File: config.mk
export PLATFORM = sky130hd
export DESIGN_NAME = plp_ctrl
export DESIGN_NICKNAME = d
export VERILOG_FILES = /design/src/design/plp_pkg.sv /design/src/design/plp_ctrl.sv
export SDC_FILE = /design/constraint.sdc
export NUM_CORES = 1
export LEC_CHECK = 0
export BUFFER_PORTS_ARGS = -buffer_cell sky130_fd_sc_hd__buf_4
export CORE_ASPECT_RATIO = 1.1
export CORE_MARGIN = 8
export CORE_UTILIZATION = 46
export DETAILED_ROUTE_END_ITERATION = 8
export PLACE_DENSITY = 0.73
export SYNTH_ARGS = -nofsm -noshare
export SYNTH_HDL_FRONTEND = slang
export SYNTH_SLANG_ARGS = --single-unit
export TNS_END_PERCENT = 10
File: constraint.sdc
create_clock -name aclk -period 1.6 [get_ports aclk]
set_clock_uncertainty 0.15 [all_clocks]
set_input_delay 0.32 -clock aclk [delete_from_list [all_inputs] [get_ports aclk]]
set_output_delay 0.32 -clock aclk [all_outputs]
set_load 0.02 [all_outputs]
File: src/design/plp_pkg.sv
`timescale 1ns / 1ps
// plp_pkg: shared widths, controller states, datapath commands and status
// depends on nothing

package plp_pkg;

    localparam int MAX_POINTS_DEF = 64;
    localparam int COORD_W        = 24;
    localparam int OIDX_W         = 6;
    localparam int TOL_W          = 23;
    localparam int TOL2_W         = 2 * TOL_W;
    localparam int DIFF_W         = COORD_W + 1;
    localparam int PROD_W         = 2 * DIFF_W;
    localparam int MET_W          = PROD_W + 1;
    localparam int HALF_W         = (MET_W + 1) / 2;
    localparam int ACC_W          = 4 * HALF_W;
    localparam int PT_W           = 3 * COORD_W;
    localparam int S_TDATA_W      = ((PT_W + 7) / 8) * 8;
    localparam int M_TDATA_W      = ((PT_W + OIDX_W + 7) / 8) * 8;

    typedef enum logic [4:0] {
        S_CLEAR, S_IDLE, S_START, S_MARK_LAST, S_POP, S_SEG, S_RD_B, S_D_CALC,
        S_LEN_MUL, S_LEN_SUM, S_SCAN_RD, S_SCAN_E, S_SCAN_MUL, S_SCAN_CMP,
        S_MULC_GO, S_MULC_WAIT, S_MULT_GO, S_MULT_WAIT, S_JUDGE, S_KEEP,
        S_PUSH2, S_EMIT_RD, S_EMIT_CHK
    } state_t;

    typedef enum logic [4:0] {
        OP_CLEAR, OP_LOAD, OP_START, OP_MARK_LAST, OP_POP, OP_SEG, OP_RD_B,
        OP_D_CALC, OP_LEN_MUL, OP_LEN_SUM, OP_SCAN_RD, OP_SCAN_E, OP_SCAN_MUL,
        OP_SCAN_CMP, OP_MULC_GO, OP_MULC_WAIT, OP_MULT_GO, OP_MULT_WAIT,
        OP_JUDGE, OP_KEEP, OP_PUSH2, OP_EMIT_RD, OP_EMIT_CHK
    } op_t;

    typedef struct packed {
        op_t op;
    } cmd_t;

    typedef struct packed {
        logic clear_done;
        logic last_beat;
        logic small_run;
        logic stack_empty;
        logic seg_short;
        logic scan_last;
        logic zero_len;
        logic mul_done;
        logic keep_now;
        logic emit_adv;
        logic emit_last;
    } sts_t;

endpackage

File: src/design/plp_ctrl.sv
`timescale 1ns / 1ps
// plp_ctrl: sequencer for load, segment stack walk, keep decision and emission
// depends on plp_pkg

module plp_ctrl (
    input  logic          aclk,
    input  logic          aresetn,
    input  plp_pkg::sts_t sts,
    output plp_pkg::cmd_t cmd
);
    import plp_pkg::*;

    state_t state_reg, state_next;

    always_ff @(posedge aclk) begin
        if (!aresetn) begin
            state_reg <= S_CLEAR;
        end else begin
            state_reg <= state_next;
        end
    end

    always_comb begin
        state_next = state_reg;
        unique case (state_reg)
            S_CLEAR:     if (sts.clear_done) state_next = S_IDLE;
            S_IDLE:      if (sts.last_beat) state_next = S_START;
            S_START:     state_next = sts.small_run ? S_EMIT_RD : S_MARK_LAST;
            S_MARK_LAST: state_next = S_POP;
            S_POP:       state_next = sts.stack_empty ? S_EMIT_RD : S_SEG;
            S_SEG:       state_next = sts.seg_short ? S_POP : S_RD_B;
            S_RD_B:      state_next = S_D_CALC;
            S_D_CALC:    state_next = S_LEN_MUL;
            S_LEN_MUL:   state_next = S_LEN_SUM;
            S_LEN_SUM:   state_next = S_SCAN_RD;
            S_SCAN_RD:   state_next = S_SCAN_E;
            S_SCAN_E:    state_next = S_SCAN_MUL;
            S_SCAN_MUL:  state_next = S_SCAN_CMP;
            S_SCAN_CMP: begin
                if (!sts.scan_last) begin
                    state_next = S_SCAN_RD;
                end else begin
                    state_next = sts.zero_len ? S_JUDGE : S_MULC_GO;
                end
            end
            S_MULC_GO:   state_next = S_MULC_WAIT;
            S_MULC_WAIT: if (sts.mul_done) state_next = S_MULT_GO;
            S_MULT_GO:   state_next = S_MULT_WAIT;
            S_MULT_WAIT: if (sts.mul_done) state_next = S_JUDGE;
            S_JUDGE:     state_next = sts.keep_now ? S_KEEP : S_POP;
            S_KEEP:      state_next = S_PUSH2;
            S_PUSH2:     state_next = S_POP;
            S_EMIT_RD:   state_next = S_EMIT_CHK;
            S_EMIT_CHK: begin
                if (sts.emit_adv) begin
                    state_next = sts.emit_last ? S_IDLE : S_EMIT_RD;
                end
            end
            default:     state_next = S_CLEAR;
        endcase
    end

    always_comb begin
        unique case (state_reg)
            S_CLEAR:     cmd.op = OP_CLEAR;
            S_IDLE:      cmd.op = OP_LOAD;
            S_START:     cmd.op = OP_START;
            S_MARK_LAST: cmd.op = OP_MARK_LAST;
            S_POP:       cmd.op = OP_POP;
            S_SEG:       cmd.op = OP_SEG;
            S_RD_B:      cmd.op = OP_RD_B;
            S_D_CALC:    cmd.op = OP_D_CALC;
            S_LEN_MUL:   cmd.op = OP_LEN_MUL;
            S_LEN_SUM:   cmd.op = OP_LEN_SUM;
            S_SCAN_RD:   cmd.op = OP_SCAN_RD;
            S_SCAN_E:    cmd.op = OP_SCAN_E;
            S_SCAN_MUL:  cmd.op = OP_SCAN_MUL;
            S_SCAN_CMP:  cmd.op = OP_SCAN_CMP;
            S_MULC_GO:   cmd.op = OP_MULC_GO;
            S_MULC_WAIT: cmd.op = OP_MULC_WAIT;
            S_MULT_GO:   cmd.op = OP_MULT_GO;
            S_MULT_WAIT: cmd.op = OP_MULT_WAIT;
            S_JUDGE:     cmd.op = OP_JUDGE;
            S_KEEP:      cmd.op = OP_KEEP;
            S_PUSH2:     cmd.op = OP_PUSH2;
            S_EMIT_RD:   cmd.op = OP_EMIT_RD;
            S_EMIT_CHK:  cmd.op = OP_EMIT_CHK;
            default:     cmd.op = OP_CLEAR;
        endcase
    end

endmodule

Word level (Yosys, flattened, before mapping):

Memory sizes are Yosys's and may differ from the RTL's. A register that Yosys moved wholly into a read port is not among the register bits.
Cells that the tools add are included.

* multiply operators: 0
* bitwise operators: 0
* order comparisons: 0
* reductions and logical operators: 3
* multiplexer cells: 15
* add/sub/neg operators: 0
* shift-type cells: 0
* divide/modulo/power cells: 0
* equal/unequal tests: 27

Operator list (count)
* $pmux W5 S22: 1
* $mux W5: 13
* $eq A5 B4 Y1 const B: 8
* $eq A5 B5 Y1 const B: 7
* $eq A5 B3 Y1 const B: 4
* $eq A5 B2 Y1 const B: 2
* $ne A2 B2 Y1 const B: 5
* $eq A5 B1 Y1 const B: 1
* $logic_not A5 Y1: 1
* $reduce_and A5 Y1: 1
* $mux W2: 1
* $reduce_or A2 Y1: 1

* bits in latches: 0
* input bits: 13
* logic and storage cells: 47
* bits in registers: 5
* output and inout port bits: 5
* memory bits (read-only): 160
* memory bits (writable): 0
* memories: 1

Memories
* (name not given): words 32, bits a word 5, rd ports 1, clocked after memory_dff 1, wr ports 0, RTL line plp_ctrl.sv:64 `unique case (state_reg)`

Depth between registers and ports, before layout:

* depth after elaboration: 5
* gate-level depth with buffers: 7
* gate-level depth less buffers: 5

Least setup slack after synthesis:

No wires, ideal clock.

* path kind: flip-flop to flip-flop
* start point: register state_reg[2]
* end point: register, netlist name cmd[0]
* setup slack: -107 ps
* data required time: 1330 ps
* path buffers: 1
* data arrival time: 1438 ps
* cell stages (with the launch flop): 7
* library setup time: 120 ps
* period minus slack after synthesis: 1707 ps
* cell sequence: dfxtp_1 > buf_6 > or4b_4 > a21oi_4 > nor4_4 > mux2i_1 > nor2b_1

* longest elaborated chain between the ends: 5
* elaborated cells between the ends (all ways): 33
* those cells by class: eq/ne (27); mux (3); reduce/logical (3)

Ends and longest elaborated chain
* from (decl): RTL line plp_ctrl.sv:13 `state_t state_reg, state_next;`
* from (signal assigned): RTL line plp_ctrl.sv:19 `state_reg <= state_next;`
* $eq A5 B5 Y1, or another cell as far along: RTL line plp_ctrl.sv:25 `unique case (state_reg)`
* $reduce_or A2 Y1 (no source line) / $ne A2 B2 Y1 (equally long branches)
* $pmux W5 S22 / $reduce_and A5 Y1 (equally long branches)
* $mux W5 (no source line) * (2 in series)

Every way passes the cells marked *; elsewhere a longest branch is shown, timed or not.
A chain may end at the register's enable or synchronous reset.

Final worst setup path:

* start point: register state_reg[2]
* end point: register state_reg[0]

* longest elaborated chain between the ends: 3
* elaborated cells between the ends (all ways): 31
* those cells by class: eq/ne (27); mux (1); reduce/logical (3)

Ends and longest elaborated chain (RTL line)
* $eq A5 B5 Y1, or another cell as far along: plp_ctrl.sv:25
* $reduce_or A2 Y1 (no source line) / $ne A2 B2 Y1 (equally long branches)
* $pmux W5 S22 / $reduce_and A5 Y1 (equally long branches)

Several ways; a longest one is shown, not always the timed one.

==> results.md <==
* GRT Residual Overflow at 0
* Async SR Flop Fraction at 0%
* Post-DR vias/cell at ~5.7
* Clock sink count at 10
* R2R cell count at 6
* Slew Limit Fails at 0
* Num CTS Buffers at 3
* IO Count at 18
* Clock Pin Slew Worst Setup and Hold Paths at 0.07 ns
* Clk buf depth at 2
* Register area share after synthesis at 27.03%
* Tcrit/Tclk final at 107.1%
* Die span in x at 54.26 um
* CP endpoint: state_reg[0]$_SDFFE_PN0N_
* Initial core utilization at 48.13%
* CTS tree: yes
* Number of synthesized flops with an enable pin at 0
* Mapped cell area at 740.7 um2
* Area Overhead vs Synth at 43.75%
* Final WL at ~2 mm
* CP endpoint kind: flop
* Tot Pwr at around 0.0016 W
* Top post-synthesis cells by area: dfxtp_1, nor4_4, nor2b_1, a21oi_1, buf_6
* Finished Layout Cells at about 140
* Vias in the first global route at 789
* Share of post-route cells with drive strength above 1 at 50.00%
* RSZ-0062 raised after global routing: yes
* First-pass GRT wire length at around 3.4 mm
* Worst endpoint required time at 1.60 ns
* Commonest cells after routing, fill and taps aside: buf_4, a21oi_1, dfxtp_1
* Worst Path Class, Setup: flop to flop
* Slew headroom at 69.94%
* Critical R2R Capture: state_reg[0]$_SDFFE_PN0N_
* Placed cells at 131
* Final Critical Period at 1.714 ns
* Critical path origin: state_reg[2]$_SDFFE_PN0N_
* Synth Warn # at 0
* Routed length per instance at approximately 15 um
* Port bufs at 17
* R2r setup slk at -0.11 ns
* Dpl ws at -0.1928 ns
* Cells after Synth at 84
* Fin util at 69.19%
* Data arrival time of the worst path at 1.71 ns
* Die H at 58.09 um
* Post-synth cell types at 40
* Via total after detailed routing at 765
* Failing checks: negative setup slack
* Initial DRC Count at 15
* Status: complete, but fails checks
* Uppermost layer routed: met4
* Critical Path Fanout Max at 7
* Die ar. at 3152 um2
* Clock Latency Late Sink at 0.27 ns
* Share of the synthesized area in the top cell type at between 20% and 30%
* Most common cell after layout, fill and taps aside: buf_4
* CP startpoint kind: flop
* Antenna violations before repair at 0
* Peak VDD IR at 892.5 uV
* Ant. Diodes at 0
* Reg-to-Reg Start: state_reg[2]$_SDFFE_PN0N_
* H-Tree Depth at 1
* Met3 routed WL at 141 um
* Routed length on met1 at ~880 um
* GRT Util Overall at 13.97%
* Core area at between 1500 and 2000 um2
* Max Freq at ~0.58 GHz
* Worst Hold Slack at 0.1007 ns
* Final setup viols at 8
* Cell accounting for the most synthesized area: dfxtp_1
* Largest net degree at the start of global routing at 10
* Nets at roughly 130
* Syn Nets at 97
* FF+latch count, synth at 10
* Clock root buffer: clkbuf_4
* Worst slew pin tran at 0.4475 ns
* Final worst slack at -0.1142 ns
* Most used DFF post-synth: dfxtp_1
* Residual DRC at 0
* Gp weighted congestion at 0.9302
* Row count at 15
* Detail Route met2 WL at slightly below 1 mm
* Syn_area_per_cell at ~9 um2
* Dpl hpwl at 1.604 mm
* Final hold viol count at 0
* Max cap viols at 0
* P_leak at 0.4708 nW
* Pwr Density at 1481 nW/um2
* Post-route ant nets at 0
* DR pass1 iterations at 4
* HP Class: input port to flop
## worst min path at each step
stage	startpoint	end	slack (ns)	cells past startpoint
3_5_place_dp	sts[3]	state_reg[3]$_SDFFE_PN0N_	0.39	2
2_1_floorplan	sts[3]	state_reg[3]$_SDFFE_PN0N_	0.28	1
6_report	sts[3]	state_reg[3]$_SDFFE_PN0N_	0.10	2
4_1_cts	sts[3]	state_reg[3]$_SDFFE_PN0N_	0.09	2
3_3_place_gp	sts[3]	state_reg[3]$_SDFFE_PN0N_	0.39	2
5_1_grt	sts[3]	state_reg[3]$_SDFFE_PN0N_	0.12	2
## cell type report
class,count,area (um2)
Fill cell,128,474.2
Clock buffer,4,36.28
Sequential cell,10,209.0
Timing Repair Buffer,37,281.5
Multi-Input combinational cell,65,509.2
Inverter,2,7.507
Tap cell,17,21.27
## cell usage after synthesis (3+ instances only)
cell type   n
a21oi_1     7
buf_2       4
dfxtp_1    10
nand2_1     3
nor2_1      4
nor2b_1     6
nor3b_1     3
o22ai_1     3
## cells by family after synthesis
kind of cell,Yosys count,share of synthesized area (%)
flops,10,27.03
mux,1,1.351
fa+ha+maj,1,1.351
compound gates,26,25.85
buf+inv,9,7.263
simple gates,37,37.16
## routing by layer
layer,vias to the layer above,global-route usage (%)
li1,388,-
met3,2,5.371
met2,25,22.62
met1,350,16.50
met5,-,0
met4,0,3.521
## critical path: stages (launching register included)
cell and delay [ns]:
dfxtp_2 0.35, buf_4 0.15, nand2_2 0.09, nor4_4 0.05, nor4_4 0.45, mux2i_1 0.28, nor2b_1 0.07
## report_power, final
group	switching, W	leakage, nW	total (W)	internal (W)
Clock	0.0000886	0.0210	0.000227	0.000138
Sequential	0.0000696	0.0842	0.000406	0.000336
Combinational	0.000461	0.366	0.000944	0.000483
Total	0.000619	0.471	0.00158	0.000957
## per-stage QoR
stage | setup TNS [ns] | instance area [um2]
5_1_grt | -1.349 | 1065
2_1_floorplan | -0.1615 | 752.0
4_1_cts | -0.6953 | 1060
3_3_place_gp | -1.015 | 1005
6_report | -0.6493 | 1065
3_5_place_dp | -1.286 | 1005
## repair_timing
item | CTS | global route
resized for setup | 8 | 2
endpoints found under the setup margin | 8 | 8
buffers inserted | 0 | 0
pin swaps | 1 | 0
hold buffers | 0 | 0
No activity file was read; power rests on OpenSTA's default activity.
